File: src/rtl/wav_stream_parser_mono_mix_assert.svh
// Assertion macros for the WAV stream parser.
// Each macro expects clk and rst_n in the scope where it is used.
`ifndef WAV_STREAM_PARSER_MONO_MIX_ASSERT_SVH
`define WAV_STREAM_PARSER_MONO_MIX_ASSERT_SVH

// Same-cycle implication, checked out of reset
`define WSP_CHECK(lbl, ante, cons, msg) \
  lbl: assert property (@(posedge clk) disable iff (!rst_n) (ante) |-> (cons)) else $error(msg);

// Next-cycle implication, checked out of reset
`define WSP_CHECK_NEXT(lbl, ante, cons, msg) \
  lbl: assert property (@(posedge clk) disable iff (!rst_n) (ante) |=> (cons)) else $error(msg);

`endif

File: src/rtl/wsp_pkg.sv
// Shared types, constants and helpers for the WAV stream parser.
// No dependencies.
package wsp_pkg;

  localparam int MAX_CHANNELS_DEF = 8;

  localparam logic [31:0] TAG_FMT  = 32'h666D7420;
  localparam logic [31:0] TAG_DATA = 32'h64617461;
  localparam logic [15:0] FMT_PCM   = 16'h0001;
  localparam logic [15:0] FMT_FLOAT = 16'h0003;
  localparam logic [15:0] FMT_EXT   = 16'hFFFE;

  localparam logic [3:0] ST_OK         = 4'd0;
  localparam logic [3:0] ST_NOT_RIFF   = 4'd1;
  localparam logic [3:0] ST_TRUNC      = 4'd2;
  localparam logic [3:0] ST_FMT_SHORT  = 4'd3;
  localparam logic [3:0] ST_NO_DATA    = 4'd4;
  localparam logic [3:0] ST_NO_FMT     = 4'd5;
  localparam logic [3:0] ST_BAD_FORMAT = 4'd6;
  localparam logic [3:0] ST_FLOAT_BITS = 4'd7;
  localparam logic [3:0] ST_PCM_BITS   = 4'd8;
  localparam logic [3:0] ST_TOO_MANY   = 4'd9;

  localparam logic RES_SAMPLE = 1'b0;
  localparam logic RES_STATUS = 1'b1;

  // Command from the parse controller to the datapath
  typedef struct packed {
    logic        data_en;
    logic        data_start;
    logic [7:0]  data_byte;
    logic [2:0]  sample_bytes;
    logic        float_dec;
    logic [15:0] channels;
    logic        status_en;
    logic [3:0]  status;
    logic [31:0] rate;
    logic [15:0] bits;
    logic        flt;
  } wsp_cmd_t;

  // Expected RIFF header byte at a header offset (length bytes are don't care)
  function automatic logic [7:0] hdr_byte(input logic [3:0] ofs);
    logic [7:0] r;
    r = 8'h00;
    case (ofs)
      4'd0:  r = 8'h52;
      4'd1:  r = 8'h49;
      4'd2:  r = 8'h46;
      4'd3:  r = 8'h46;
      4'd8:  r = 8'h57;
      4'd9:  r = 8'h41;
      4'd10: r = 8'h56;
      4'd11: r = 8'h45;
      default: r = 8'h00;
    endcase
    return r;
  endfunction

endpackage

File: src/rtl/wsp_if.sv
// Valid/ready channel interfaces for the WAV stream parser.
// Depends on nothing.
interface wsp_in_if;
  logic       valid;
  logic       ready;
  logic [7:0] file_byte;
  logic       final_byte;
  modport source (output valid, output file_byte, output final_byte, input ready);
  modport sink (input valid, input file_byte, input final_byte, output ready);
endinterface

interface wsp_out_if;
  logic               valid;
  logic               ready;
  logic               result_kind;
  logic signed [31:0] mono_sample;
  logic [3:0]         status_code;
  logic [31:0]        rate_hz;
  logic [15:0]        channel_count;
  logic [15:0]        bits_per_sample;
  logic               float_samples;
  logic               end_of_run;
  modport source (output valid, output result_kind, output mono_sample, output status_code,
                  output rate_hz, output channel_count, output bits_per_sample,
                  output float_samples, output end_of_run, input ready);
  modport sink (input valid, input result_kind, input mono_sample, input status_code,
                input rate_hz, input channel_count, input bits_per_sample,
                input float_samples, input end_of_run, output ready);
endinterface

File: src/rtl/wsp_ctrl.sv
// Parse controller: RIFF header, chunk walk and fmt field capture.
// Depends on wsp_pkg; drives commands to wsp_datapath.
module wsp_ctrl import wsp_pkg::*; #(
  parameter int MAX_CHANNELS = MAX_CHANNELS_DEF
) (
  input  logic       clk,
  input  logic       rst_n,
  input  logic       accept_i,
  input  logic [7:0] byte_i,
  input  logic       final_i,
  output wsp_cmd_t   cmd_o
);

  typedef enum logic [2:0] {
    PH_HEADER, PH_CHUNK_HDR, PH_FMT, PH_DATA, PH_SKIP, PH_PAD, PH_DRAIN, PH_ERROR
  } phase_t;

  phase_t      ph_r, ph_nxt;
  logic [31:0] cnt_r, cnt_nxt;
  logic [31:0] len_r, len_nxt;
  logic [31:0] tag_r, tag_nxt;
  logic [15:0] fmt_r, fmt_nxt;
  logic [15:0] ch_r, ch_nxt;
  logic [31:0] rate_r, rate_nxt;
  logic [15:0] bits_r, bits_nxt;
  logic [7:0]  sub_r, sub_nxt;
  logic        seen_r, seen_nxt;
  logic        flt_r, flt_nxt;
  logic [2:0]  sb_r, sb_nxt;
  logic [3:0]  err_r, err_nxt;

  always_comb begin
    logic [31:0] o1;
    logic [3:0]  e;
    logic [3:0]  st;
    logic        in_body;
    logic        do_body;
    logic        enter_hdr;
    phase_t      body_ph;
    ph_nxt = ph_r; cnt_nxt = cnt_r; len_nxt = len_r; tag_nxt = tag_r;
    fmt_nxt = fmt_r; ch_nxt = ch_r; rate_nxt = rate_r; bits_nxt = bits_r;
    sub_nxt = sub_r; seen_nxt = seen_r; flt_nxt = flt_r; sb_nxt = sb_r; err_nxt = err_r;
    o1 = cnt_r + 32'd1;
    e = ST_OK;
    st = ST_OK;
    in_body = 1'b0;
    do_body = 1'b0;
    enter_hdr = 1'b0;
    body_ph = PH_SKIP;
    cmd_o = '0;
    cmd_o.data_byte = byte_i;
    cmd_o.sample_bytes = sb_r;
    cmd_o.float_dec = flt_r;
    cmd_o.channels = ch_r;

    if (accept_i) begin
      unique case (ph_r)
        // Check tags, skip the RIFF length
        PH_HEADER: begin
          if ((cnt_r < 32'd4 || cnt_r >= 32'd8) && cnt_r < 32'd12 &&
              byte_i != hdr_byte(cnt_r[3:0])) begin
            err_nxt = ST_NOT_RIFF;
            ph_nxt = PH_ERROR;
          end else begin
            cnt_nxt = o1;
            if (o1 >= 32'd12) enter_hdr = 1'b1;
          end
        end
        // Gather tag and little-endian length, then open the body
        PH_CHUNK_HDR: begin
          if (cnt_r < 32'd4) tag_nxt = {tag_r[23:0], byte_i};
          else len_nxt = len_r | (32'(byte_i) << {cnt_r[1:0], 3'b000});
          cnt_nxt = o1;
          if (o1 >= 32'd8) begin
            do_body = 1'b1;
            if (tag_nxt == TAG_FMT) begin
              if (len_nxt < 32'd16) begin
                err_nxt = ST_FMT_SHORT;
                body_ph = PH_DRAIN;
              end else begin
                body_ph = PH_FMT;
              end
            end else if (tag_nxt == TAG_DATA) begin
              if (ch_r == 16'd0 || rate_r == 32'd0) e = ST_NO_FMT;
              else if (fmt_r != FMT_PCM && fmt_r != FMT_FLOAT) e = ST_BAD_FORMAT;
              else if (fmt_r == FMT_FLOAT && bits_r != 16'd32) e = ST_FLOAT_BITS;
              else if (fmt_r == FMT_PCM && bits_r != 16'd16 && bits_r != 16'd24 &&
                       bits_r != 16'd32) e = ST_PCM_BITS;
              else if (ch_r > 16'(MAX_CHANNELS)) e = ST_TOO_MANY;
              if (e != ST_OK) begin
                err_nxt = e;
                body_ph = PH_DRAIN;
              end else begin
                seen_nxt = 1'b1;
                flt_nxt = (fmt_r == FMT_FLOAT);
                sb_nxt = bits_r[5:3];
                cmd_o.data_start = 1'b1;
                body_ph = PH_DATA;
              end
            end
          end
        end
        // Chunk bodies: capture fmt fields, pass data bytes on
        PH_FMT, PH_DATA, PH_SKIP, PH_DRAIN: begin
          if (ph_r == PH_FMT) begin
            case (cnt_r)
              32'd0:  fmt_nxt = {8'h00, byte_i};
              32'd1:  fmt_nxt = {byte_i, fmt_r[7:0]};
              32'd2:  ch_nxt = {8'h00, byte_i};
              32'd3:  ch_nxt = {byte_i, ch_r[7:0]};
              32'd4:  rate_nxt = {24'h0, byte_i};
              32'd5:  rate_nxt = {16'h0, byte_i, rate_r[7:0]};
              32'd6:  rate_nxt = {8'h0, byte_i, rate_r[15:0]};
              32'd7:  rate_nxt = {byte_i, rate_r[23:0]};
              32'd14: bits_nxt = {8'h00, byte_i};
              32'd15: bits_nxt = {byte_i, bits_r[7:0]};
              32'd24: sub_nxt = byte_i;
              32'd25: if (fmt_r == FMT_EXT) fmt_nxt = {byte_i, sub_r};
              default: ;
            endcase
          end else if (ph_r == PH_DATA) begin
            cmd_o.data_en = 1'b1;
          end
          cnt_nxt = o1;
          if (o1 >= len_r) begin
            cnt_nxt = 32'd0;
            if (ph_r == PH_DRAIN) ph_nxt = PH_ERROR;
            else if (len_r[0]) ph_nxt = PH_PAD;
            else enter_hdr = 1'b1;
          end
        end
        PH_PAD: enter_hdr = 1'b1;
        PH_ERROR: ;
        default: ;
      endcase

      // Open the body, or go straight to the next chunk when it is empty
      if (do_body) begin
        cnt_nxt = 32'd0;
        if (len_nxt == 32'd0) begin
          if (body_ph == PH_DRAIN) ph_nxt = PH_ERROR;
          else enter_hdr = 1'b1;
        end else begin
          ph_nxt = body_ph;
        end
      end
      if (enter_hdr) begin
        ph_nxt = PH_CHUNK_HDR;
        cnt_nxt = 32'd0;
        len_nxt = 32'd0;
        tag_nxt = 32'd0;
      end

      // Final byte: report status and start over
      if (final_i) begin
        in_body = (ph_nxt == PH_FMT || ph_nxt == PH_DATA ||
                   ph_nxt == PH_SKIP || ph_nxt == PH_DRAIN);
        st = err_nxt;
        if (err_nxt == ST_OK) begin
          if (ph_nxt == PH_HEADER) st = ST_NOT_RIFF;
          else if (in_body) st = ST_TRUNC;
          else if (!seen_nxt) st = ST_NO_DATA;
        end else if (ph_nxt == PH_DRAIN) begin
          st = ST_TRUNC;
        end
        cmd_o.status_en = 1'b1;
        cmd_o.status = st;
        cmd_o.rate = rate_nxt;
        cmd_o.bits = bits_nxt;
        cmd_o.channels = ch_nxt;
        cmd_o.flt = (fmt_nxt == FMT_FLOAT);
        ph_nxt = PH_HEADER; cnt_nxt = '0; len_nxt = '0; tag_nxt = '0;
        fmt_nxt = '0; ch_nxt = '0; rate_nxt = '0; bits_nxt = '0; sub_nxt = '0;
        seen_nxt = 1'b0; flt_nxt = 1'b0; sb_nxt = '0; err_nxt = ST_OK;
      end
    end
  end

  // Hold parse state
  always_ff @(posedge clk) begin
    if (!rst_n) begin
      ph_r <= PH_HEADER; cnt_r <= '0; len_r <= '0; tag_r <= '0;
      fmt_r <= '0; ch_r <= '0; rate_r <= '0; bits_r <= '0; sub_r <= '0;
      seen_r <= 1'b0; flt_r <= 1'b0; sb_r <= '0; err_r <= ST_OK;
    end else begin
      ph_r <= ph_nxt; cnt_r <= cnt_nxt; len_r <= len_nxt; tag_r <= tag_nxt;
      fmt_r <= fmt_nxt; ch_r <= ch_nxt; rate_r <= rate_nxt; bits_r <= bits_nxt;
      sub_r <= sub_nxt; seen_r <= seen_nxt; flt_r <= flt_nxt; sb_r <= sb_nxt;
      err_r <= err_nxt;
    end
  end

endmodule

File: src/rtl/wsp_datapath.sv
// Sample assembly, Q1.31 conversion, frame sum, serial divider, result register.
// Depends on wsp_pkg, wsp_if and the assertion macro header.
`include "wav_stream_parser_mono_mix_assert.svh"
module wsp_datapath import wsp_pkg::*; #(
  parameter int MAX_CHANNELS = MAX_CHANNELS_DEF
) (
  input  logic       clk,
  input  logic       rst_n,
  input  logic       accept_i,
  input  wsp_cmd_t   cmd_i,
  output logic       ready_o,
  wsp_out_if.source  out_chan
);

  localparam int CH_W  = $clog2(MAX_CHANNELS + 1);
  localparam int ACC_W = 32 + $clog2(MAX_CHANNELS);
  localparam int CNT_W = $clog2(ACC_W + 1);

  logic [31:0]              sw_r;
  logic [1:0]               sbi_r;
  logic [CH_W-1:0]          ci_r;
  logic signed [ACC_W-1:0]  acc_r;
  logic                     div_busy_r;
  logic [CNT_W-1:0]         dcnt_r;
  logic [CH_W:0]            rem_r;
  logic [ACC_W-1:0]         quo_r;
  logic [CH_W-1:0]          div_r;
  logic                     neg_r;
  logic                     res_hold_r;
  logic [31:0]              res_r;
  logic                     st_pend_r;
  logic [3:0]               stc_r;
  logic [31:0]              srate_r;
  logic [15:0]              sch_r;
  logic [15:0]              sbits_r;
  logic                     sflt_r;
  logic                     out_valid_r;
  logic                     okind_r;
  logic [31:0]              osmp_r;
  logic [3:0]               ost_r;
  logic [31:0]              orate_r;
  logic [15:0]              och_r;
  logic [15:0]              obits_r;
  logic                     oflt_r;

  logic [31:0]             word;
  logic                    samp_done;
  logic signed [31:0]      conv;
  logic signed [ACC_W-1:0] sum;
  logic [CH_W-1:0]         ci_inc;
  logic                    frame_done;
  logic                    start_div;
  logic [ACC_W-1:0]        mag;
  logic [CH_W:0]           rem_sh;
  logic [CH_W+1:0]         trial;
  logic [31:0]             quo_res;
  logic                    out_free;

  assign ready_o = !div_busy_r && !res_hold_r && !st_pend_r;
  assign out_free = !out_valid_r || out_chan.ready;

  // Assemble the sample and convert it to Q1.31
  always_comb begin
    logic [7:0]  ex;
    logic [31:0] fmag;
    logic [4:0]  sh;
    word = sw_r | (32'(cmd_i.data_byte) << {sbi_r, 3'b000});
    samp_done = ({1'b0, sbi_r} + 3'd1) >= cmd_i.sample_bytes;
    ex = word[30:23];
    sh = 5'(8'd126 - ex);
    fmag = {1'b1, word[22:0], 8'h00} >> 1;
    fmag = fmag >> sh;
    if (cmd_i.float_dec) begin
      if (ex == 8'hFF && word[22:0] != 23'd0) conv = 32'sd0;
      else if (ex >= 8'd127) conv = word[31] ? 32'sh80000000 : 32'sh7FFFFFFF;
      else if (ex < 8'd96) conv = 32'sd0;
      else conv = word[31] ? -$signed(fmag) : $signed(fmag);
    end else begin
      case (cmd_i.sample_bytes)
        3'd2:    conv = $signed({word[15:0], 16'h0000});
        3'd3:    conv = $signed({word[23:0], 8'h00});
        default: conv = $signed(word);
      endcase
    end
  end

  // Frame sum and divider step
  assign sum = acc_r + ACC_W'(conv);
  assign ci_inc = ci_r + CH_W'(1);
  assign frame_done = ci_inc >= cmd_i.channels[CH_W-1:0];
  assign start_div = accept_i && cmd_i.data_en && samp_done && frame_done;
  assign mag = sum[ACC_W-1] ? ACC_W'(-sum) : ACC_W'(sum);
  assign rem_sh = {rem_r[CH_W-1:0], quo_r[ACC_W-1]};
  assign trial = {1'b0, rem_sh} - {2'b00, div_r};
  assign quo_res = neg_r ? 32'(-quo_r) : quo_r[31:0];

  always_ff @(posedge clk) begin
    if (!rst_n) begin
      sbi_r <= '0;
      ci_r <= '0;
      div_busy_r <= 1'b0;
      res_hold_r <= 1'b0;
      st_pend_r <= 1'b0;
      out_valid_r <= 1'b0;
      sw_r <= '0;
      acc_r <= '0;
    end else begin
      // Clear assembly state at the start of a data chunk
      if (accept_i && cmd_i.data_start) begin
        sbi_r <= '0;
        sw_r <= '0;
        ci_r <= '0;
        acc_r <= '0;
      end else if (accept_i && cmd_i.data_en) begin
        if (samp_done) begin
          sbi_r <= '0;
          sw_r <= '0;
          if (frame_done) begin
            ci_r <= '0;
            acc_r <= '0;
          end else begin
            ci_r <= ci_inc;
            acc_r <= sum;
          end
        end else begin
          sbi_r <= sbi_r + 2'd1;
          sw_r <= word;
        end
      end

      // Launch or advance the divider
      if (start_div) begin
        div_busy_r <= 1'b1;
        dcnt_r <= CNT_W'(ACC_W);
        rem_r <= '0;
        quo_r <= mag;
        neg_r <= sum[ACC_W-1];
        div_r <= cmd_i.channels[CH_W-1:0];
      end else if (div_busy_r) begin
        if (dcnt_r == '0) begin
          div_busy_r <= 1'b0;
          res_hold_r <= 1'b1;
          res_r <= quo_res;
        end else begin
          dcnt_r <= dcnt_r - CNT_W'(1);
          if (!trial[CH_W+1]) begin
            rem_r <= trial[CH_W:0];
            quo_r <= {quo_r[ACC_W-2:0], 1'b1};
          end else begin
            rem_r <= rem_sh;
            quo_r <= {quo_r[ACC_W-2:0], 1'b0};
          end
        end
      end

      // Queue the status transaction behind any sample still in flight
      if (accept_i && cmd_i.status_en) begin
        st_pend_r <= 1'b1;
        stc_r <= cmd_i.status;
        srate_r <= cmd_i.rate;
        sch_r <= cmd_i.channels;
        sbits_r <= cmd_i.bits;
        sflt_r <= cmd_i.flt;
      end

      // Load the output register: sample first, then status
      if (out_free) begin
        if (res_hold_r) begin
          res_hold_r <= 1'b0;
          out_valid_r <= 1'b1;
          okind_r <= RES_SAMPLE;
          osmp_r <= res_r;
          ost_r <= ST_OK;
          orate_r <= '0;
          och_r <= '0;
          obits_r <= '0;
          oflt_r <= 1'b0;
        end else if (st_pend_r && !div_busy_r) begin
          st_pend_r <= 1'b0;
          out_valid_r <= 1'b1;
          okind_r <= RES_STATUS;
          osmp_r <= '0;
          ost_r <= stc_r;
          orate_r <= srate_r;
          och_r <= sch_r;
          obits_r <= sbits_r;
          oflt_r <= sflt_r;
        end else begin
          out_valid_r <= 1'b0;
        end
      end
    end
  end

  assign out_chan.valid = out_valid_r;
  assign out_chan.result_kind = okind_r;
  assign out_chan.mono_sample = $signed(osmp_r);
  assign out_chan.status_code = ost_r;
  assign out_chan.rate_hz = orate_r;
  assign out_chan.channel_count = och_r;
  assign out_chan.bits_per_sample = obits_r;
  assign out_chan.float_samples = oflt_r;
  assign out_chan.end_of_run = okind_r;

  `WSP_CHECK(a_busy_blocks_input, div_busy_r || res_hold_r, !ready_o, "input open during divide")
  `WSP_CHECK_NEXT(a_frame_starts_div, start_div, div_busy_r, "frame end did not start divider")
  `WSP_CHECK(a_hold_not_busy, res_hold_r, !div_busy_r, "divider busy with result held")
  `WSP_CHECK(a_no_accept_when_busy, accept_i, ready_o, "transaction taken while busy")

endmodule

File: src/rtl/wav_stream_parser_mono_mix.sv
// Results: a final byte's status transaction is queued and then loaded into the output register;
// a mono sample passes through the serial divider and the result register before the output register.
// Throughput: one byte per cycle while the input is open; a byte that ends a frame starts the serial
// divider (one quotient bit per cycle), which closes input until its result is loaded into the output,
// and the final byte closes input while its status is queued; any output stall holds either longer.
// Reset: synchronous, active low; clears parse state and empties the output.
module wav_stream_parser_mono_mix import wsp_pkg::*; #(
  parameter int MAX_CHANNELS = MAX_CHANNELS_DEF
) (
  input logic       clk,
  input logic       rst_n,
  wsp_in_if.sink    in_chan,
  wsp_out_if.source out_chan
);

  logic     dp_ready;
  logic     accept;
  wsp_cmd_t cmd;

  assign in_chan.ready = dp_ready;
  assign accept = in_chan.valid && dp_ready;

  wsp_ctrl #(.MAX_CHANNELS(MAX_CHANNELS)) u_ctrl (
    .clk      (clk),
    .rst_n    (rst_n),
    .accept_i (accept),
    .byte_i   (in_chan.file_byte),
    .final_i  (in_chan.final_byte),
    .cmd_o    (cmd)
  );

  wsp_datapath #(.MAX_CHANNELS(MAX_CHANNELS)) u_datapath (
    .clk      (clk),
    .rst_n    (rst_n),
    .accept_i (accept),
    .cmd_i    (cmd),
    .ready_o  (dp_ready),
    .out_chan (out_chan)
  );

endmodule
File: src/flat_wrapper.sv
// flat-port wrapper written by rule: the top's interface ports become plain ports
module wav_stream_parser_mono_mix_flat import wsp_pkg::*;
#(
  parameter int MAX_CHANNELS = MAX_CHANNELS_DEF
)
  (clk, rst_n, in_chan_valid, in_chan_file_byte, in_chan_final_byte, in_chan_ready, out_chan_valid, out_chan_result_kind, out_chan_mono_sample, out_chan_status_code, out_chan_rate_hz, out_chan_channel_count, out_chan_bits_per_sample, out_chan_float_samples, out_chan_end_of_run, out_chan_ready);
  wsp_in_if in_chan_i ();
  wsp_out_if out_chan_i ();
  input logic clk;
  input logic rst_n;
  input wire logic [$bits(in_chan_i.valid)-1:0] in_chan_valid;
  input wire logic [$bits(in_chan_i.file_byte)-1:0] in_chan_file_byte;
  input wire logic [$bits(in_chan_i.final_byte)-1:0] in_chan_final_byte;
  output wire logic [$bits(in_chan_i.ready)-1:0] in_chan_ready;
  output wire logic [$bits(out_chan_i.valid)-1:0] out_chan_valid;
  output wire logic [$bits(out_chan_i.result_kind)-1:0] out_chan_result_kind;
  output wire logic [$bits(out_chan_i.mono_sample)-1:0] out_chan_mono_sample;
  output wire logic [$bits(out_chan_i.status_code)-1:0] out_chan_status_code;
  output wire logic [$bits(out_chan_i.rate_hz)-1:0] out_chan_rate_hz;
  output wire logic [$bits(out_chan_i.channel_count)-1:0] out_chan_channel_count;
  output wire logic [$bits(out_chan_i.bits_per_sample)-1:0] out_chan_bits_per_sample;
  output wire logic [$bits(out_chan_i.float_samples)-1:0] out_chan_float_samples;
  output wire logic [$bits(out_chan_i.end_of_run)-1:0] out_chan_end_of_run;
  input wire logic [$bits(out_chan_i.ready)-1:0] out_chan_ready;
  assign in_chan_i.valid = in_chan_valid;
  assign in_chan_i.file_byte = in_chan_file_byte;
  assign in_chan_i.final_byte = in_chan_final_byte;
  assign in_chan_ready = in_chan_i.ready;
  assign out_chan_valid = out_chan_i.valid;
  assign out_chan_result_kind = out_chan_i.result_kind;
  assign out_chan_mono_sample = out_chan_i.mono_sample;
  assign out_chan_status_code = out_chan_i.status_code;
  assign out_chan_rate_hz = out_chan_i.rate_hz;
  assign out_chan_channel_count = out_chan_i.channel_count;
  assign out_chan_bits_per_sample = out_chan_i.bits_per_sample;
  assign out_chan_float_samples = out_chan_i.float_samples;
  assign out_chan_end_of_run = out_chan_i.end_of_run;
  assign out_chan_i.ready = out_chan_ready;
  wav_stream_parser_mono_mix #(.MAX_CHANNELS(MAX_CHANNELS)) u_core (.clk(clk), .rst_n(rst_n), .in_chan(in_chan_i), .out_chan(out_chan_i));
endmodule
File: config.mk
export PLATFORM = sky130hd
export DESIGN_NAME = wav_stream_parser_mono_mix_flat
export DESIGN_NICKNAME = d
export VERILOG_FILES = /design/src/rtl/wsp_pkg.sv /design/src/rtl/wsp_if.sv /design/src/rtl/wsp_ctrl.sv /design/src/rtl/wsp_datapath.sv /design/src/rtl/wav_stream_parser_mono_mix.sv /design/src/flat_wrapper.sv
export VERILOG_INCLUDE_DIRS = /design/src /design/src/rtl
export SDC_FILE = /design/constraint.sdc
export NUM_CORES = 1
export LEC_CHECK = 0
export ABC_CLOCK_PERIOD_IN_PS = 13000
export BUFFER_PORTS_ARGS = -buffer_cell sky130_fd_sc_hd__clkbuf_2
export CAP_MARGIN = 15
export CORE_ASPECT_RATIO = 1.5
export CORE_MARGIN = 4
export CORE_UTILIZATION = 55
export CTS_BUF_LIST = sky130_fd_sc_hd__clkbuf_16
export DETAILED_ROUTE_END_ITERATION = 7
export PLACE_DENSITY = 0.68
export SLEW_MARGIN = 25
export SYNTH_ARGS = -nofsm -noshare
export SYNTH_HDL_FRONTEND = slang
export SYNTH_HIERARCHICAL = 1
export SYNTH_SLANG_ARGS = --single-unit
File: constraint.sdc
create_clock -name clk -period 13 [get_ports clk]
set_input_delay 3.25 -clock clk [delete_from_list [all_inputs] [get_ports clk]]
set_output_delay 3.25 -clock clk [all_outputs]
set_load 0.02 [all_outputs]
# [Yosys cells after proc, flatten, opt, wreduce, memory -nomap -nowiden]
# Memories as Yosys holds them, arrays and structs flattened. A register that Yosys moved wholly into a read port is not among the register bits.
# Index checks and enable logic that the tools add are counted.
[totals] reg_bits=526 latch_bits=0 ramBits=0 rom_bits=96 input_bits=13 output_inout_bits=105 wordCells=345 mem_count=1
[memory_table] memory="(no name shown)" depth=16 word_bits=6 read_ports=1 rd_clocked_by_memory_dff=1 write_ports=0 line="wsp_pkg.sv:46" text="case (ofs)"
[op_classes] add_sub_neg=11 multipliers=0 n_div=0 n_lt_le_gt_ge=12 n_eq_ne=41 shift=3 n_mux=174 bitwise_logic=4 reduce_logical=60
[op_table] op="$mux 32" count=32
[op_table] op="$mux 16" count=13
[op_table] op="$mux 35" count=5
[op_table] op="$mux 70" count=2
[op_table] op="$eq 32x3->1 const B" count=4
[op_table] op="$pmux 32 s4" count=1
[op_table] op="$mux 4" count=30
[op_table] op="$ge 32x4->1 const B" count=3
[op_table] op="$logic_not 32->1" count=3
[op_table] op="$pmux 32 s3" count=1
[op_table] op="$mux 3" count=23
[op_table] op="$eq 32x2->1 const B" count=2
[op_table] op="$eq 32x31->1 const B" count=2
[op_table] op="$eq 32x4->1 const B" count=2
[op_table] op="$eq 32x5->1 const B" count=2
[op_table] op="$neg 32->32" count=2
[op_table] op="$or 32x32->32" count=2
[op_table] op="$pmux 16 s2" count=2
[op_table] op="$pmux 32 s2" count=1
[op_table] op="$shl 8x5->32" count=2
[op_table] op="$mux 1" count=50
[op_table] op="$mux 8" count=6
[op_table] op="$pmux 16 s3" count=1
[op_table] op="$add 35x32->35" count=1
[op_table] op="57 further kinds" count=113

# [Logic depth before layout (Yosys ltp)]
# Gate-level depths: netlist of the first run.
[logic_depth] ltp_word=41 ltp_mapped=42 ltp_nobuf=31

# [Modules after synthesis]
# Netlist of the first run, hierarchy kept.
[modules_own_cells] mod="wsp_datapath" instances=1 cells_each=2084 area_per_inst_um2=19867.8 seq_area_each_um2=9138.8
[modules_own_cells] mod="wsp_ctrl" instances=1 cells_each=1506 area_per_inst_um2=11911.4 seq_area_each_um2=4043.9
[modules_own_cells] mod="wav_stream_parser_mono_mix" instances=1 cells_each=1 area_per_inst_um2=6.3 seq_area_each_um2=0.0

# [Least setup slack after synthesis of the first run]
# OpenSTA, ideal clock, no wires.
[synth_timing] kind="input-to-reg" startpoint="input port in_chan_file_byte[7]" endpoint="register u_core.u_datapath.quo_r[25], data pin" setup_time_ns=0.260 arrival_time_ns=11.453 slack_ns=1.288 cell_stages=40 n_path_buf=9 path_cell_list="buf_4 -> clkbuf_1 -> and3b_1 -> buf_2 -> nor2_4 -> inv_2 -> buf_2 -> ha_1 -> clkbuf_1 -> a311o_1 -> buf_4 -> a311oi_1 -> a211oi_1 -> nor4_2 -> nor2_1 -> or3_1 -> or4_1 -> or4_1 -> [4 not listed] -> a221oi_1 -> o22ai_1 -> ha_1 -> nand2_1 -> o21ai_0 -> a2111oi_0 -> o31ai_1 -> a31oi_1 -> a21o_1 -> o21ai_0 -> a31o_2 -> buf_2 -> xnor2_1 -> xnor2_4 -> buf_6 -> o21ai_0 -> xnor2_1 -> mux2_2"
[synth_between] elab_chain_cells=14
[synth_lines] element="start, declared" line="flat_wrapper.sv:12" text="input wire logic [$bits(in_chan_i.file_byte)-1:0] in_chan_file_byte;"
[synth_lines] element="$shl 8x5->32 *" line="wsp_datapath.sv:67" text="word = sw_r | (32'(cmd_i.data_byte) << {sbi_r, 3'b000});"
[synth_lines] element="$or 32x32->32 *" line="wsp_datapath.sv:67"
[synth_lines] element="$sub 5x5->5" line="wsp_datapath.sv:70" text="sh = 5'(8'd126 - ex);"
[synth_lines] element="$shr 31x5->32" line="wsp_datapath.sv:72" text="fmag = fmag >> sh;"
[synth_lines] element="$neg 32->32" line="wsp_datapath.sv:77" text="else conv = word[31] ? -$signed(fmag) : $signed(fmag);"
[synth_lines] element="$mux 32" line="wsp_datapath.sv:77"
[synth_lines] element="$mux 32" line="wsp_datapath.sv:76" text="else if (ex < 8'd96) conv = 32'sd0;"
[synth_lines] element="$mux 32" line="wsp_datapath.sv:75" text="else if (ex >= 8'd127) conv = word[31] ? 32'sh80000000 : 32'sh7FFFFFFF;"
[synth_lines] element="$mux 32" line="wsp_datapath.sv:74" text="if (ex == 8'hFF && word[22:0] != 23'd0) conv = 32'sd0;"
[synth_lines] element="$mux 32 *" line="wsp_datapath.sv:73" text="if (cmd_i.float_dec) begin"
[synth_lines] element="$add 35x32->35 *" line="wsp_datapath.sv:88" text="assign sum = acc_r + ACC_W'(conv);"
[synth_lines] element="$neg 35->35" line="wsp_datapath.sv:92" text="assign mag = sum[ACC_W-1] ? ACC_W'(-sum) : ACC_W'(sum);"
[synth_lines] element="$mux 35 *" line="wsp_datapath.sv:92"
[synth_lines] element="$mux 35 *" line="wsp_datapath.sv:132" text="if (start_div) begin"
[synth_lines] element="end signal, assigned" line="wsp_datapath.sv:136" text="quo_r <= mag;"
[synth_lines] element="end signal, assigned" line="wsp_datapath.sv:148" text="quo_r <= {quo_r[ACC_W-2:0], 1'b1};"
[synth_lines] element="end signal, assigned" line="wsp_datapath.sv:151" text="quo_r <= {quo_r[ACC_W-2:0], 1'b0};"
[synth_lines] element="end, declared" line="wsp_datapath.sv:26" text="logic [ACC_W-1:0] quo_r;"
# Mark *: on every way between the ends. The rest lies on a longest branch, timed or not.
# A chain may end at the register's enable or synchronous reset.

# [Final worst setup path of the first run]
# Same ends and word-level chain as after synthesis.

==> results of run 1 <==
-- metrics by stage --
| stage | util, % | worst slack, ps |
|---|---|---|
| floorplan | - | 1290 |
| global placement | 58.2 | 635 |
| detailed placement | 58.2 | 480 |
| CTS | 61.5 | 1060 |
| global route | 61.5 | 438 |
| finish | 61.5 | 909 |
-- worst register-to-register path, delay by kind of cell (launching register included) --
family	cells	cell delay (ps)
adders and majority gates	2	660
xor gates and xnor gates	3	870
buffers and inverters	3	610
AOI/OAI and AO/OA	12	3310
and+or+nand+nor	12	3820
DFF	1	330
muxes	1	260
-- per-layer routing --
metal | global-route usage (%) | vias up | wire, µm
li1 | - | 13500 | -
met1 | 39.8 | 14200 | 40100
met2 | 58.0 | 1396 | 52900
met3 | 3.99 | 372 | 6730
met4 | 17.5 | 2 | 6500
met5 | 0 | - | 12
-- cell families after synthesis --
kind of cell,count (synthesis)
XOR/XNOR,135
multiplexers,36
AO/OA/AOI/OAI,1062
AND/OR/NAND/NOR,1380
buffers and inverters,355
flip-flops,532
adder cells (fa/ha/maj),91
-- worst min-delay path by stage --
stage | cells past startpoint | endpoint | slack (ps) | from
finish | 2 | u_core/u_datapath/acc_r[3] | 470 | u_core/u_datapath/acc_r[3]
global route | 2 | u_core/u_datapath/acc_r[16] | 490 | u_core/u_datapath/acc_r[16]
CTS | 2 | u_core/u_datapath/acc_r[8] | 470 | u_core/u_datapath/acc_r[8]
detailed placement | 2 | u_core/u_datapath/acc_r[8] | 450 | u_core/u_datapath/acc_r[8]
global placement | 2 | u_core/u_datapath/acc_r[7] | 440 | u_core/u_datapath/acc_r[7]
floorplan | 2 | u_core/u_datapath/acc_r[0] | 430 | u_core/u_datapath/acc_r[0]
-- flip-flops by register name (all words and copies together), names as in the netlist, 6 cells and up, named ones only --
signal,flops
u_core/u_datapath/acc_r,35
u_core/u_datapath/quo_r,35
u_core/u_ctrl/cnt_r,32
u_core/u_ctrl/len_r,32
u_core/u_ctrl/rate_r,32
u_core/u_ctrl/tag_r,32
u_core/u_datapath/out_chan.mono_sample,32
u_core/u_datapath/out_chan.rate_hz,32
u_core/u_datapath/res_r,32
u_core/u_datapath/srate_r,32
u_core/u_datapath/sw_r,32
u_core/u_ctrl/bits_r,16
u_core/u_ctrl/ch_r,16
u_core/u_ctrl/fmt_r,16
u_core/u_datapath/out_chan.bits_per_sample,16
u_core/u_datapath/out_chan.channel_count,16
u_core/u_datapath/sbits_r,16
u_core/u_datapath/sch_r,16
u_core/u_ctrl/sub_r,8
u_core/u_datapath/dcnt_r,6
-- power by group through the flow --
stage,registers (µW),logic (µW),clock network (µW)
after floorplan,1810,130,0
after global placement,1800,198,0
after detailed placement,1800,203,0
after CTS,1760,203,1640
after global routing,1760,220,1720
final,1760,208,1620
-- placed cells by master (no fill, tap or decap), types with 12 or more instances in the layout --
cell | synthesis | layout
o21a_1 | 14 | 14
or3_1 | 17 | 17
o22ai_1 | 38 | 38
o211ai_1 | 25 | 25
nor2_1 | 426 | 422
or2_2 | 27 | 27
or4_1 | 19 | 19
nor2b_1 | 89 | 89
a21o_1 | 48 | 48
nor3_1 | 115 | 113
ha_1 | 88 | 88
nand2_1 | 263 | 262
xor2_1 | 44 | 44
edfxtp_1 | 253 | 253
mux2i_1 | 21 | 21
o31ai_1 | 22 | 22
and3_1 | 32 | 31
nor4_1 | 69 | 68
inv_1 | 83 | 85
dfxtp_1 | 279 | 278
nor3b_1 | 16 | 16
buf_4 | 21 | 130
xnor2_1 | 89 | 88
a311oi_1 | 17 | 17
o221ai_1 | 12 | 12
a22o_1 | 74 | 74
nand2b_1 | 28 | 28
a211oi_1 | 64 | 64
clkbuf_2 | 0 | 117
nand3_1 | 78 | 77
a21oi_1 | 208 | 207
clkbuf_16 | 0 | 52
a31oi_1 | 27 | 27
o21ai_0 | 184 | 184
o21ai_1 | 16 | 15
and2_1 | 62 | 62
a22oi_1 | 157 | 157
nand4_1 | 48 | 48
-- final cells by class --
| cell class | count | area share, % |
|---|---|---|
| Clock buffer | 52 | 3.71 |
| Clock inverter | 44 | 1.54 |
| Inverter | 87 | 0.938 |
| Multi-Input combinational cell | 2704 | 48.9 |
| Sequential cell | 532 | 37.6 |
| Tap cell | 763 | 2.72 |
| Timing Repair Buffer | 249 | 4.61 |
-- Yosys cell counts (all sizes together), types with 88 or more instances --
cell type / instances / share of area, %
ha: 88 / 3.5
a21oi: 209 / 3.3
clkbuf: 187 / 2.2
nor2: 430 / 5.1
nor3: 115 / 1.8
edfxtp: 253 / 24
a22oi: 157 / 3.7
nand2: 264 / 3.1
nor2b: 89 / 1.8
o21ai: 200 / 3.1
dfxtp: 279 / 18
xnor2: 91 / 2.6
==> out/metrics.cfg, run 1 <==
[global_route]
overflow=0
grt_pass1_vias=28300
grt_first_pass_wirelength_um=163000
grt_max_degree=106
grt_usage_pct=33.1
antenna_found_initial=1

[power]
cellPowerDensity_nw_per_um2=102
power_leakage_uw=0.0126
p_total_uw=3590
peakVddDrop_uv=109
cellInternalPower_uw=2750
power_frac_comb_pct=5.8
sequentialPowerShare_pct=49.2
swShare_pct=23.4
power_frac_clock_pct=45.0
p_switching_uw=842

[synth]
syn_inst=3591
async_flop_share_pct=0
ys_ff_latch=532
yosysSeqAreaShare_pct=41.5
synth_mux_area_share_pct=1.41
syn-mean-instance-area_um2=8.85
synth-adder-area-share_pct=3.62
synth_xor_area_share_pct=3.80
synth_edf_count=253
synth_compound_gate_area_share_pct=22.9
synth_ff_type=dfxtp_1
syn-num-nets=3694
yosysUniqueCellTypes=110
synth_top_family_by_area=compound AO/OA/AOI/OAI gates
yosys.area_share.simple_pct=22.0
synth_warnings=6
synth_area_um2=31800

[timing]
relSlewSlack_pct=30.5
fin_skew_ps=52.7
grt_setup_unrepaired=no
final.period_utilization_pct=93.0
drv_slew=0
hold_viol_final=0
fmax_mhz=82.7
hold-worst-slack_ps=465
finalSetupViolCount=0
tns_ps=0
min_period_ps=12090
worstMarginPinSlew_ps=1040

[clocking]
post-cts-setup-buffer-count=0
cts.path.max_buffers=3
cts_buffers=51
h-tree-depth=2
hold_buffers=0
clk_latency_ps=630
cts_resized=0
cts_sinks=532
cts_root_buf=clkbuf_16
cts_tree=done
clk_pin_slew_worst_paths_ps=70

[place]
dp.final_hpwl_um=77200
dpl_cell_area_um2=33200
dp.cells=4334
place_congestion=0.981
numPortBuffers=117

[routing]
post_drt_wl_per_cell_um=24.0
first_pass_iters=7
first_iter_violations=2760
num_vias=29500
ant_nets=0
via_per_inst=6.65
route.detailed.drc=0
routed_wirelength_um=106000

[die]
dieArea_um2=61800
die_w_um=204
num_rows=107
die_h_um=302
core_um2=57000
num_io_pins=118
start_util_pct=55.7

[worst_setup_path]
reg2reg_to=u_core/u_datapath/quo_r[25]
rr_worst_depth=33
cp.required_ps=13370
crit_type=in -> reg
cp-endpoint=u_core/u_datapath/quo_r[25]
crit_fanout=21
cp.depth=33
max_stage_delay_ps=680
setup.worst_path.start_class=primary input
r2r_setup_slack_ps=2940
slowest_stage=nor4_1
rr_startpoint=u_core/u_datapath/sbi_r[0]
cp.arrival_ps=12460
end_kind=flop
critPathLaunch=in_chan_file_byte[7]
path_buf_inv=3
critPathTopFamily=simple AND/OR/NAND/NOR gates
path_common_cell=o21ai_0

[run_status]
status=finished clean

[layout]
drive_gt1_share_pct=12.1
final_nets=3728
multi_input_comb_area_um2=17200
regArea_um2=13200
area_delta_synth_final_pct=10.4
fin_cells=4431
n_fill_cell=4930
num_antenna_cells=0
design_area_um2=35100

[job]
max-cap-violations=0

[hold_path]
hp-class=reg -> reg

(Power assumes the default switching activity.)
==> run 2, diff against run 1 <==
- PLACE_DENSITY: 0.68 -> 0.7
==> run 2 against run 1 <==
Net effect: final cell count shrank 0.88%; worst hold slack lost 1.2 ps; combinational power fell by 2%; clock power shrank 6%; largest power group unchanged; die area is the same; count of clock-buffer cells in the layout increased by 5; sequential share of layout area grew 0.44 points; maximum frequency grew 1.3%.
==> out/metrics.cfg, run 2 (same netlist as run 1, synthesis figures left out) <==
[clocking]
cts_sinks=532  ; unchanged
h-tree-depth=2  ; unchanged
post-cts-setup-buffer-count=0  ; unchanged
cts_resized=0  ; unchanged
cts.path.max_buffers=3  ; unchanged
clk_pin_slew_worst_paths_ps=70  ; about the same
cts_buffers=52  ; was 51
cts_root_buf=clkbuf_16  ; unchanged
clk_latency_ps=630  ; about the same
hold_buffers=0  ; unchanged
cts_tree=done  ; unchanged

[timing]
fin_skew_ps=28.6  ; was 52.7 ps
drv_slew=0  ; unchanged
hold_viol_final=0  ; unchanged
fmax_mhz=83.7  ; was 82.7 MHz
finalSetupViolCount=0  ; unchanged
final.period_utilization_pct=91.9  ; was 93.0%
relSlewSlack_pct=20.9  ; was 30.5%
tns_ps=0  ; unchanged
grt_setup_unrepaired=no  ; unchanged
worstMarginPinSlew_ps=1180  ; was 1040 ps
min_period_ps=11940  ; was 12,090 ps

[die]
num_rows=107  ; unchanged
start_util_pct=55.7  ; unchanged
die_w_um=204  ; unchanged
die_h_um=302  ; unchanged
core_um2=57000  ; unchanged
dieArea_um2=61800  ; unchanged
num_io_pins=118  ; unchanged

[global_route]
grt_first_pass_wirelength_um=158000  ; was 163,000 µm
antenna_found_initial=0  ; was 1
overflow=0  ; unchanged
grt_pass1_vias=27800  ; was 28,300
grt_usage_pct=32.0  ; was 33.1%
grt_max_degree=106  ; unchanged

[layout]
final_nets=3688  ; was 3,728
largestRegisters=u_core/u_datapath/acc_r (35), u_core/u_datapath/quo_r (35)  ; unchanged
fin_cells=4392  ; was 4,431
num_antenna_cells=0  ; unchanged
drive_gt1_share_pct=11.1  ; was 12.1%
final_cell_mix=422 x nor2_1, 278 x dfxtp_1, 262 x nand2_1, 253 x edfxtp_1, 207 x a21oi_1  ; unchanged
area_delta_synth_final_pct=9.12  ; was 10.4%
layout_commonest_cell=nor2_1  ; unchanged

[worst_setup_path]
crit_fanout=27  ; was 21
cp.arrival_ps=12330  ; was 12,460 ps
crit_type=in -> reg  ; unchanged
path_common_cell=o21ai_0  ; unchanged
setup.worst_path.start_class=primary input  ; unchanged
slowest_stage=nor3_2  ; was nor4_1
end_kind=flop  ; unchanged
r2r_setup_slack_ps=3000  ; was 2940 ps
cp.required_ps=13390  ; was 13,370 ps
max_stage_delay_ps=740  ; was 680 ps
rr_worst_depth=32  ; was 33

[routing]
post_drt_wl_per_cell_um=23.4  ; was 24.0 µm
routed_wirelength_um=103000  ; was 106,000 µm
via_per_inst=6.60  ; was 6.65
first_iter_violations=2587  ; was 2,760
first_pass_iters=6  ; was 7
route.detailed.drc=0  ; unchanged
ant_nets=0  ; unchanged
num_vias=29000  ; was 29,500

[run_status]
status=finished clean  ; unchanged

[job]
max-cap-violations=0  ; unchanged

[place]
numPortBuffers=117  ; unchanged
dp.cells=4292  ; was 4,334
place_congestion=1.00  ; was 0.981
dp.final_hpwl_um=74400  ; was 77,200 µm

[hold_path]
hold_depth=2  ; unchanged
hp-class=reg -> reg  ; unchanged

[power]
peakVddDrop_uv=236  ; was 109 µV
cellPowerDensity_nw_per_um2=101  ; was 102 nW/µm²
power_leakage_uw=0.0124  ; was 0.0126 µW
p_total_uw=3500  ; was 3590 µW

-- run 2: cell count changes in the layout (fill, tap and decap cells not counted), sizes merged --
| cell | before | now |
|---|---|---|
| bufinv | 10 | 2 |
| inv | 91 | 100 |
| clkinv | 22 | 20 |
| buf | 132 | 91 |
| clkbuf | 169 | 174 |
| clkinvlp | 8 | 6 |
-- run 2: final timing paths --
| check | startpoint | to |
|---|---|---|
| worst max-delay path | in_chan_file_byte[7] | u_core/u_datapath/quo_r[25] |
| worst min-delay path | u_core/u_datapath/acc_r[7] | u_core/u_datapath/acc_r[7] |
| worst max register to register | u_core/u_datapath/sbi_r[0] | u_core/u_datapath/quo_r[25] |
| worst min register to register | u_core/u_datapath/acc_r[7] | u_core/u_datapath/acc_r[7] |
-- run 2: where the power goes --
part,switching (µW),internal (µW)
clock,682,843
sequential,10.0,1760
combinational,150,53.1
-- run 2: worst max-delay path, delay by kind of cell --
family	cells	cell delay (ps)
AO/OA/AOI/OAI	13	3410
XOR/XNOR	3	880
adder cells (fa/ha/maj)	2	700
buffers and inverters	3	400
multiplexers	2	610
AND/OR/NAND/NOR	9	3050
-- run 2: metal layers --
layer,vias to the layer above,track usage (%),share of wire [%],wire length [µm]
li1,13400,-,-,-
met1,13900,38.7,38,39300
met2,1316,55.9,50,51100
met3,335,4.15,6.1,6270
met4,0,16.5,5.8,6010
met5,-,0,0,0
-- run 2: final cells by class --
type                    instances  area [µm²]
multi-input cells            2704       17200
flip-flops and latches        532       13200
repair buffers                208        1310
clock inverters                41         323
clock buffers                  57        1430
inverters                      87         329
well taps                     763         955
fillers                      4920       22300
-- run 2: per-stage QoR --
stage                     util (%)  hold WS [ps]  instance area, µm²  worst slack, ps
final                         60.8           464               34700             1060
after global placement        57.7           447               32900              733
after detailed placement      57.7           450               32900              556
after floorplan                  -           432               31800             1290
after global routing          60.8           497               34700              476
after CTS                     60.7           468               34600             1220
